[src/rtl/tsba_pkg.sv]
`timescale 1ns / 1ps
`default_nettype none

package tsba_pkg;

  // Fixed field widths
  localparam int MODE_W    = 2;
  localparam int ID_W      = 32;
  localparam int SLOT_W    = 5;
  localparam int QUADS_W   = 13;
  localparam int FSLOTS_W  = 4;
  localparam int CAP_W     = 13;

  // Defaults for the top-level parameters
  localparam int SLOT_COUNT_DEF = 16;
  localparam int MAX_QUADS_DEF  = 4096;

  // Slot code for untextured quads and non-quad items
  localparam logic [SLOT_W-1:0] NO_SLOT = 5'd16;

  // Capacity register value after reset
  localparam logic [CAP_W-1:0] CAP_RESET = 13'd1024;

  // Reported slot count saturates here
  localparam int FSLOTS_MAX = 15;

  typedef enum logic [MODE_W-1:0] {
    MODE_PLAIN       = 2'd0,
    MODE_TEXTURED    = 2'd1,
    MODE_FRAME_START = 2'd2,
    MODE_FRAME_END   = 2'd3
  } mode_t;

endpackage

`default_nettype wire

[src/rtl/texture_slot_batch_allocator.sv]
// Texture slot and quad batch bookkeeping for a sprite renderer. Each input
// transfer is one item: an untextured quad, a textured quad with its texture
// id, a frame start (clears the pending quad count) or a frame end (flushes
// the batch). Every item yields exactly one result transfer: the slot given
// to a textured quad (16 for anything else), and whether a flush happened,
// with the quad and slot counts of the flushed batch. A quad flushes first
// when the pending count has reached quad_capacity - 1 (capacity clamped to
// 2..MAX_QUADS); a new texture id flushes when SLOT_COUNT - 1 slots are in
// use. A flush only happens when quads are pending. Bound ids live in a
// SLOT_COUNT-deep synchronous RAM that is searched one entry per cycle.
// Steps: an untextured quad, frame start or frame end passes from ST_IDLE
// through ST_EMIT into the output register, and the next item is taken
// once the block is back in ST_IDLE. A textured quad whose id is new walks
// ST_SEARCH through the slots_used bound entries of the one-port id RAM in
// order (slots_used as left by any capacity flush), then is written to the
// RAM and passes through ST_EMIT into the output register. A hit on slot k
// ends the search early and goes straight to ST_EMIT. One item is in work at
// a time; a finished result sits in the output register while the next item
// is accepted, and an item whose result finds that register still full waits
// in ST_EMIT until it is free. The user must write quad_capacity through
// cfg_wr_en / cfg_wr_data only while the block is idle; the block itself
// does not enforce this.
`timescale 1ns / 1ps
`default_nettype none

module texture_slot_batch_allocator
  import tsba_pkg::*;
#(
  parameter int SLOT_COUNT = SLOT_COUNT_DEF,
  parameter int MAX_QUADS  = MAX_QUADS_DEF
) (
  input  wire                  clk,
  input  wire                  rst,
  // configuration
  input  wire                  cfg_wr_en,
  input  wire [CAP_W-1:0]      cfg_wr_data,
  // item input
  input  wire                  in_valid,
  output logic                 in_ready,
  input  wire [MODE_W-1:0]     mode,
  input  wire [ID_W-1:0]       texture_id,
  // result output
  output logic                 out_valid,
  input  wire                  out_ready,
  output logic [SLOT_W-1:0]    slot,
  output logic                 flushed,
  output logic [QUADS_W-1:0]   flushed_quads,
  output logic [FSLOTS_W-1:0]  flushed_slots
);

  // Table address, slot count and quad count widths
  localparam int SW   = $clog2(SLOT_COUNT);
  localparam int SUW  = $clog2(SLOT_COUNT + 1);
  localparam int PW   = $clog2(MAX_QUADS + 1);
  localparam int CAPW = (CAP_W > PW) ? CAP_W : PW;

  typedef enum logic [1:0] {
    ST_IDLE,
    ST_SEARCH,
    ST_EMIT
  } state_t;

  // Clamp a capacity to [2, MAX_QUADS] and return the flush threshold.
  function automatic logic [CAPW-1:0] cap_thresh_of(input logic [CAP_W-1:0] v);
    logic [CAPW-1:0] c;
    c = CAPW'(v);
    if (c < CAPW'(2)) begin
      c = CAPW'(2);
    end
    if (c > CAPW'(MAX_QUADS)) begin
      c = CAPW'(MAX_QUADS);
    end
    return c - CAPW'(1);
  endfunction

  // Saturate the bound slot count for reporting.
  function automatic logic [FSLOTS_W-1:0] sat_slots(input logic [SUW-1:0] v);
    if (int'(v) > FSLOTS_MAX) begin
      return FSLOTS_W'(FSLOTS_MAX);
    end
    return FSLOTS_W'(v);
  endfunction

  // Control and bookkeeping state
  state_t           state;
  logic [CAPW-1:0]  cap_thresh;
  logic [SUW-1:0]   slots_used;
  logic [PW-1:0]    quads_pending;
  logic [SUW-1:0]   idx;
  logic             cmp_pend;
  logic [SW-1:0]    cmp_slot;
  logic [ID_W-1:0]  id_reg;

  // Result being built
  logic [SLOT_W-1:0]   res_slot;
  logic                res_flushed;
  logic [PW-1:0]       res_quads;
  logic [FSLOTS_W-1:0] res_slots;

  // Id table
  logic [ID_W-1:0]  slot_mem [SLOT_COUNT];
  logic [ID_W-1:0]  mem_rdata;
  logic [SW-1:0]    mem_raddr;
  logic             mem_we;
  logic [SW-1:0]    mem_waddr;

  // Accept-side decode
  logic             in_xfer;
  logic             acc_is_quad;
  logic             acc_flush;
  logic [PW-1:0]    pend_post;
  logic [SUW-1:0]   slots_post;

  // Search-side decode
  logic             hit;
  logic             more;
  logic             nf_flush;
  logic [SUW-1:0]   s_base;
  logic [SUW-1:0]   s_wr;

  assign in_ready = (state == ST_IDLE);
  assign in_xfer  = in_valid && in_ready;

  // Flush on accept: capacity check for quads, or a frame end.
  always_comb begin
    acc_is_quad = (mode_t'(mode) == MODE_PLAIN) || (mode_t'(mode) == MODE_TEXTURED);
    acc_flush   = (quads_pending != '0) &&
                  ((acc_is_quad && (CAPW'(quads_pending) >= cap_thresh)) ||
                   (mode_t'(mode) == MODE_FRAME_END));
    pend_post   = acc_flush ? '0 : quads_pending;
    slots_post  = acc_flush ? '0 : slots_used;
  end

  // One table entry is compared per cycle; the read issued last cycle
  // lands in mem_rdata for slot cmp_slot.
  always_comb begin
    hit       = cmp_pend && (mem_rdata == id_reg);
    more      = (idx < slots_used);
    nf_flush  = (slots_used >= SUW'(SLOT_COUNT - 1)) && (quads_pending != '0);
    s_base    = nf_flush ? '0 : slots_used;
    s_wr      = (s_base >= SUW'(SLOT_COUNT)) ? '0 : s_base;
    mem_raddr = idx[SW-1:0];
    mem_waddr = s_wr[SW-1:0];
    mem_we    = (state == ST_SEARCH) && !hit && !more;
  end

  always_ff @(posedge clk) begin
    if (mem_we) begin
      slot_mem[mem_waddr] <= id_reg;
    end
    mem_rdata <= slot_mem[mem_raddr];
  end

  always_ff @(posedge clk) begin
    if (rst) begin
      cap_thresh <= cap_thresh_of(CAP_RESET);
    end else if (cfg_wr_en) begin
      cap_thresh <= cap_thresh_of(cfg_wr_data);
    end
  end

  always_ff @(posedge clk) begin
    if (rst) begin
      state         <= ST_IDLE;
      out_valid     <= 1'b0;
      slots_used    <= '0;
      quads_pending <= '0;
      cmp_pend      <= 1'b0;
    end else begin
      // Drop the output once the consumer takes it, unless a new result
      // moves in at the same edge.
      if (out_valid && out_ready && (state != ST_EMIT)) begin
        out_valid <= 1'b0;
      end

      unique case (state)
        ST_IDLE: begin
          if (in_xfer) begin
            id_reg      <= texture_id;
            res_slot    <= NO_SLOT;
            res_flushed <= acc_flush;
            res_quads   <= acc_flush ? quads_pending : '0;
            res_slots   <= acc_flush ? sat_slots(slots_used) : '0;
            unique case (mode_t'(mode))
              MODE_PLAIN: begin
                quads_pending <= pend_post + PW'(1);
                slots_used    <= slots_post;
                state         <= ST_EMIT;
              end
              MODE_TEXTURED: begin
                // Count the quad once the slot is known.
                quads_pending <= pend_post;
                slots_used    <= slots_post;
                idx           <= '0;
                cmp_pend      <= 1'b0;
                state         <= ST_SEARCH;
              end
              MODE_FRAME_START: begin
                quads_pending <= '0;
                state         <= ST_EMIT;
              end
              MODE_FRAME_END: begin
                quads_pending <= pend_post;
                slots_used    <= slots_post;
                state         <= ST_EMIT;
              end
            endcase
          end
        end

        ST_SEARCH: begin
          priority if (hit) begin
            res_slot      <= SLOT_W'(cmp_slot);
            quads_pending <= quads_pending + PW'(1);
            cmp_pend      <= 1'b0;
            state         <= ST_EMIT;
          end else if (more) begin
            cmp_pend <= 1'b1;
            cmp_slot <= idx[SW-1:0];
            idx      <= idx + SUW'(1);
          end else begin
            // New id: flush if the table is nearly full, wrap if full.
            if (nf_flush) begin
              res_flushed <= 1'b1;
              res_quads   <= quads_pending;
              res_slots   <= sat_slots(slots_used);
            end
            res_slot      <= SLOT_W'(s_wr);
            slots_used    <= s_wr + SUW'(1);
            quads_pending <= (nf_flush ? '0 : quads_pending) + PW'(1);
            cmp_pend      <= 1'b0;
            state         <= ST_EMIT;
          end
        end

        ST_EMIT: begin
          // Hold the result until the output register is free.
          if (!out_valid || out_ready) begin
            out_valid     <= 1'b1;
            slot          <= res_slot;
            flushed       <= res_flushed;
            flushed_quads <= QUADS_W'(res_quads);
            flushed_slots <= res_slots;
            state         <= ST_IDLE;
          end
        end

        default: begin
          state <= ST_IDLE;
        end
      endcase
    end
  end

endmodule

`default_nettype wire

[config.mk]
export PLATFORM = sky130hd
export DESIGN_NAME = texture_slot_batch_allocator
export DESIGN_NICKNAME = d
export VERILOG_FILES = /design/src/rtl/tsba_pkg.sv /design/src/rtl/texture_slot_batch_allocator.sv
export SDC_FILE = /design/constraint.sdc
export NUM_CORES = 1
export LEC_CHECK = 0
export CAP_MARGIN = 20
export CORE_MARGIN = 2
export CORE_UTILIZATION = 66
export CTS_BUF_LIST = sky130_fd_sc_hd__clkbuf_8
export DETAILED_ROUTE_END_ITERATION = 8
export DONT_BUFFER_PORTS = 1
export PLACE_DENSITY = 0.82
export SYNTH_ARGS = -nofsm -noshare
export SYNTH_HDL_FRONTEND = slang
export SYNTH_SLANG_ARGS = --single-unit
[constraint.sdc]
create_clock -name clk -period 4.3 [get_ports clk]
set_input_delay 0.86 -clock clk [delete_from_list [all_inputs] [get_ports clk]]
set_output_delay 0.86 -clock clk [all_outputs]
set_load 0.01 [all_outputs]
Word-level counts from Yosys, hierarchy flattened

Memory sizes are Yosys's and may differ from the RTL's. A register that Yosys moved wholly into a read port is not among the register bits.
Cells that the tools add are included.

Bitwise gates (word level): 2
Reduce and logical (&&, ||, !) cells: 32
Mux-type cells: 75
Magnitude comparators: 7
$add $sub $neg: 6
Eq/ne operators: 17

Operator list:

| operator                | count |
|---|---|
| $mux W13                | 16 |
| $mux W5                 | 14 |
| $pmux W13 S2            | 2 |
| $add A13 B1 Y13 const B | 3 |
| $pmux W13 S3            | 1 |
| $eq A32 B32 Y1          | 1 |
| $mux W4                 | 8 |
| $pmux W5 S2             | 3 |
| $mux W1                 | 22 |
| $reduce_and A6 Y1       | 3 |
| $reduce_and A3 Y1       | 5 |
| $ne A2 B2 Y1 const B    | 7 |
| $ge A13 B13 Y1          | 1 |
| $gt A13 B13 Y1 const B  | 1 |
| $lt A13 B2 Y1 const B   | 1 |
| $reduce_bool A13 Y1     | 1 |
| $sub A13 B1 Y13 const B | 1 |
| $add A5 B1 Y5 const B   | 2 |
| $logic_and A1 B1 Y1     | 9 |
| $mux W2                 | 4 |
| $pmux W4 S2             | 1 |
| $reduce_and A4 Y1       | 2 |
| $eq A2 B2 Y1 const B    | 3 |
| $ne A2 B1 Y1 const B    | 3 |
| other kinds (16)        | 25 |

Memories kept: 1
Logic and storage cells: 157
Input port bits: 52
Bits in writable memories: 512
Register bits: 122
Output and inout port bits: 25

Memory list:

| name     | depth | width | rd ports | clocked after memory_dff | wr ports | line                                | source |
|---|---|---|---|---|---|---|---|
| slot_mem | 16    | 32    | 1        | 1                        | 1        | texture_slot_batch_allocator.sv:101 | `logic [ID_W-1:0] slot_mem [SLOT_COUNT];` |

Longest topological paths before layout

Depth in word-level cells: 12
Gate-level depth with buffers: 15
Mapped depth without buffers: 15

Worst setup path before layout

Ideal clock, no wire load.

Path type: register to register
Start: register quads_pending[6]
End: memory slot_mem[3][0] (enable)
Period minus slack after synthesis: 3.684 ns
Buffers on the path: 1
Arrival: 3.262 ns
Slack: 0.616 ns
Stages on the path, launching flop included: 10
Required time: 3.879 ns
Setup time: 0.421 ns
Path through: dfxtp_1 clkbuf_1 nor4_1 nand4_1 a21oi_1 nand2_1 inv_1 ha_1 nand4_1 nor2_1

Longest elaborated chain between the ends: 5

RTL lines:

| what                     | line                                | source |
|---|---|---|
| start: declaration       | texture_slot_batch_allocator.sv:88  | `logic [PW-1:0] quads_pending;` |
| start signal: assignment | texture_slot_batch_allocator.sv:186 | `quads_pending <= pend_post + PW'(1);` |
| start signal: assignment | texture_slot_batch_allocator.sv:192 | `quads_pending <= pend_post;` |
| start signal: assignment | texture_slot_batch_allocator.sv:203 | `quads_pending <= pend_post;` |
| $reduce_bool A13 Y1 (*)  | texture_slot_batch_allocator.sv:139 | `nf_flush = (slots_used >= SUW'(SLOT_COUNT - 1)) && (quads_pending != '0);` |
| $logic_and A1 B1 Y1 (*)  | texture_slot_batch_allocator.sv:139 |  |
| $mux W5 (*)              | texture_slot_batch_allocator.sv:140 | `s_base = nf_flush ? '0 : slots_used;` |
| $ge A5 B5 Y1             | texture_slot_batch_allocator.sv:141 | `s_wr = (s_base >= SUW'(SLOT_COUNT)) ? '0 : s_base;` |
| $mux W5 (*)              | texture_slot_batch_allocator.sv:141 |  |
| end: declaration         | texture_slot_batch_allocator.sv:101 |  |

Every way passes the cells marked *; elsewhere a longest branch is shown, timed or not.

Final worst setup path

Start: register id_reg[26]
End: register quads_pending[12]

Longest elaborated chain between the ends: 4
Elaborated cells on any way between the ends: 6
Those cells by class: 2 x eq/ne; 2 x mux; 2 x reduce/logical

RTL lines:

| what                                                               | line                                | source |
|---|---|---|
| start: declaration                                                 | texture_slot_batch_allocator.sv:92  | `logic [ID_W-1:0] id_reg;` |
| start signal: assignment                                           | texture_slot_batch_allocator.sv:179 | `id_reg <= texture_id;` |
| $eq A32 B32 Y1 (*)                                                 | texture_slot_batch_allocator.sv:137 | `hit = cmp_pend && (mem_rdata == id_reg);` |
| $logic_and A1 B1 Y1 (*)                                            | texture_slot_batch_allocator.sv:137 |  |
| $ne A3 B3 Y1 (no line) / $mux W13 (equally long branches)          | -                                   |  |
| $reduce_and A3 Y1 (no line) / $pmux W13 S2 (equally long branches) | -                                   |  |

Marks and branches as above.
A chain may end at the register's enable or synchronous reset.

==> impl.org <==
** Synth
- Area of the mapped netlist :: about 0.026 mm²
- Most numerous cell types in the synthesized netlist :: edfxtp_1, mux4_2, nor2_1
- Syn_nets :: approximately 1400
- The most used flip-flop cell after synthesis is edfxtp_1.
- Avg Synthesized Cell Area :: ~19 µm²
- Share of the yosys chip area belonging to registers :: 0.745
- The synthesized netlist contains 60 unique library cells.
- Biggest area contributors in the synthesized netlist :: edfxtp_1, mux4_2, dfxtp_1, xnor2_1, ha_1
- The Yosys step of the flow raised 0 warnings.
- Of the post-synthesis cell area, the dominant cell type holds 0.693.
- Of all cell types, the one taking the most synthesized area is edfxtp_1.
- Number of synthesized flops with an enable pin :: approximately 600
- Instance count of the mapped netlist :: 1340
- By instance count, the leading cell after synthesis is edfxtp_1.
- Ys async rst share :: 0
- After synthesis the netlist holds a flip-flop and latch count of about 670.

** Min path
- The worst hold path terminates at quads_pending[10].
- Along the worst hold path, the cell count comes to 1.
- The worst hold path begins at rst.
- Classification of the worst-slack hold path :: in2reg

** Floorplanning
- Die footprint :: between 0.04 and 0.05 mm²
- For this configuration, the core starts out at a cell density of 0.670.
- Placeable core area :: between 0.03 and 0.04 mm²
- Die outline height :: about 200 µm
- The die is ~200 µm wide.
- I/O pin count :: 77
- Row generation in the floorplan step produced between 70 and 80 rows.

** STA
- Count of pins over their slew limit :: 0
- The clock period could shrink to 3.87 ns.
- Unrepaired setup endpoints after global routing :: false
- Setup violations, final :: 0
- Fin Clk Skew :: 0.0416 ns
- Worst hold slack across all endpoints :: between 0.2 and 0.3 ns
- Sum of negative setup slack :: 0 ns
- In this run the tightest slew margin relative to its limit is 0.254.
- Least-Margin Pin Slew :: approximately 1.1 ns
- Derived from the worst setup path, the maximum achievable clock frequency is approximately 0.26 GHz.
- Total count of hold-check failures in the final report :: 0
- In the finished design, the share of the clock period the worst path needs comes to 0.899.

** Route
- Post-detailed-route DRC marker count :: 0
- Dividing the detail-routed wire length by the instance count gives about 28 µm.
- The count of nets left with antenna violations once routing finished came out at 0.
- Pre-antenna DRT Iters :: 7
- Across all layers, the routed design uses 13500 vias.
- The first routing iteration left 1397 violations.
- The routed design has 56.7 mm of wire.
- Dividing the detail-routed via count by the number of cells gives between 6 and 7.

** GRT
- For this run, the total global-route usage over all layers was measured as 0.286.
- The first global-routing pass estimated approximately 85 mm of wire.
- The initial antenna violation count came to 4.
- After global routing the overflow that remains totals 0.
- Pin count of the biggest net entering global routing :: 77
- Number of global-route vias before repair :: about 14000

** Critical path
- The worst register-to-register path has a setup slack of about 0.43 ns.
- The critical path in this run is classified as reg2reg.
- Measured in cells, the most critical reg-to-reg path has a length of 12.
- Kind of end point of the critical path :: flop
- Worst flop-to-flop path startpoint :: id_reg[26]
- STA classifies the critical path startpoint as a flop.
- Capture point of the worst reg-to-reg path :: quads_pending[12]
- In this run the worst path has a maximum fanout of 17.
- At the worst endpoint, the arrival time is between 4 and 5 ns.
- At the worst endpoint, the required time is roughly 4.8 ns.

** Power and ir drop
- Pwr Density :: ~430 mW/mm²
- LEAKAGE :: approximately 9.5 nW
- Worst ir drop on vdd :: roughly 0.00043 V

** Clock tree
- Buffer type at the clock tree root :: clkbuf_8
- CTS Buffer Depth :: 3
- TritonCTS built the clock tree.
- In this run, CTS created clock tree buffers numbering 100.
- The clock tree synthesis step divided the H-tree into 3 levels.
- Clk sink count :: 666
- After clock tree synthesis, the clock-pin slew on the worst setup and hold paths is ~0.060 ns.
- Hold repair after CTS inserted 0 buffers.
- Clock latency reported for the late side of the worst-skew pair :: 0.68 ns

** Placement
- Final weighted congestion in routability-driven placement :: roughly 0.9
- Summing all placed instances gives a cell area of 0.0270 mm².
- Number of buffers added on ports :: 0
- HPWL after DPL :: roughly 31 mm

** Layout
- In the final design database the tool counted 1506 nets.
- Layout Area Growth over Synthesis :: 11.7%
- Share of post-route cells with drive strength above 1 :: 0.247
- After filler insertion, the fill cell instance count of the layout stands at between 2000 and 2500.
- After routing the design area is 0.0290 mm².
- Once layout is complete, the utilization of the core stands at 0.748.
- The register with the most flip-flops in the layout has roughly 510 of them.

** Outcome
- Status :: complete, no violations

** Flow run
- Max-cap viol count :: 0
[final cells by class]
type	count	area [µm²]	share of cell area
Sequential cell	666	19300	0.667
Multi-Input combinational cell	580	6420	0.221
Clock buffer	124	1710	0.0589
Tap cell	518	648	0.0224
Timing Repair Buffer	46	458	0.0158
Clock inverter	61	287	0.00988
Inverter	35	131	0.00453
Antenna cell	5	12.5	0.000432
[critical path, stage by stage (launching register included)]
cell and delay [ns]:
edfxtp_1 0.60, xnor2_1 0.42, nand4_1 0.26, nor4_4 0.46, nand3_2 0.32, nand3_1 0.20, and2_1 0.14, ha_1 0.24
nand2_1 0.13, nor2_1 0.22, inv_1 0.10, a2111oi_0 0.48, o21ai_1 0.16
[report_power, final]
group	total, W	internal, W	switching (W)
clock network	0.00501	0.00266	0.00235
registers	0.00718	0.00710	0.0000756
logic	0.000349	0.000138	0.000211
[what timing repair did]
item / 4_1_cts / 5_1_grt
gates resized for setup: 0 / 1
setup endpoints to repair: 0 / 1
buffers inserted: 0 / 0
[per-layer routing]
| layer | track usage | part of all wire | vias up |
|---|---|---|---|
| met4 | 0.0980 | 0.026 | 4 |
| met2 | 0.462 | 0.50 | 819 |
| met1 | 0.403 | 0.38 | 6908 |
| li1 | - | - | 5648 |
| met5 | 0 | 0.00042 | - |
| met3 | 0.0553 | 0.097 | 111 |
[kinds of logic (layout without fill, tap and decap cells)]
group | after synthesis | after routing | share of synthesized area
xor gates and xnor gates | 43 | 43 | 0.0145
other | 0 | 5 | 0
AOI/OAI and AO/OA | 123 | 123 | 0.0321
adders and majority gates | 25 | 25 | 0.0120
muxes | 166 | 166 | 0.141
buffers and inverters | 94 | 266 | 0.0137
DFF | 666 | 666 | 0.745
and+or+nand+nor | 223 | 223 | 0.0419
[worst max path at each step]
stage	cells after the start	start	slack, ns	to
6_report	12	id_reg[26]	0.43	quads_pending[12]
5_1_grt	12	id_reg[26]	0.15	quads_pending[12]
4_1_cts	12	id_reg[26]	0.39	quads_pending[12]
3_5_place_dp	12	id_reg[26]	0.42	quads_pending[12]
3_3_place_gp	12	id_reg[26]	0.66	quads_pending[8]
2_1_floorplan	9	quads_pending[6]	0.62	slot_mem[3][0]
[per-stage QoR]
stage | power [W] | std cells | worst slack, ns
after floorplan | 0.00754 | 1340 | 0.616
after global placement | 0.00765 | 1845 | 0.664
after detailed placement | 0.00766 | 1845 | 0.418
after CTS | 0.0126 | 2030 | 0.388
after global routing | 0.0129 | 2031 | 0.148
final | 0.0125 | 2035 | 0.432
[cells in the final DEF, fill, tap and decap left out, types with 9 or more instances in the layout]
cell / Yosys / routed
nor2_1: 76 / 59
o21ai_0: 15 / 15
a31oi_1: 10 / 10
a21oi_1: 30 / 30
nor2b_1: 14 / 14
nor2_4: 0 / 17
nand3_1: 17 / 16
nand4_1: 15 / 15
inv_1: 33 / 73
nor3_1: 15 / 14
buf_4: 0 / 37
xnor2_1: 38 / 38
dfxtp_1: 67 / 67
edfxtp_1: 599 / 599
mux4_2: 160 / 160
a211oi_1: 9 / 9
buf_12: 0 / 9
ha_1: 25 / 25
clkbuf_8: 0 / 124
nand2_1: 49 / 49
Note: power is estimated with default switching activity, not from simulation.
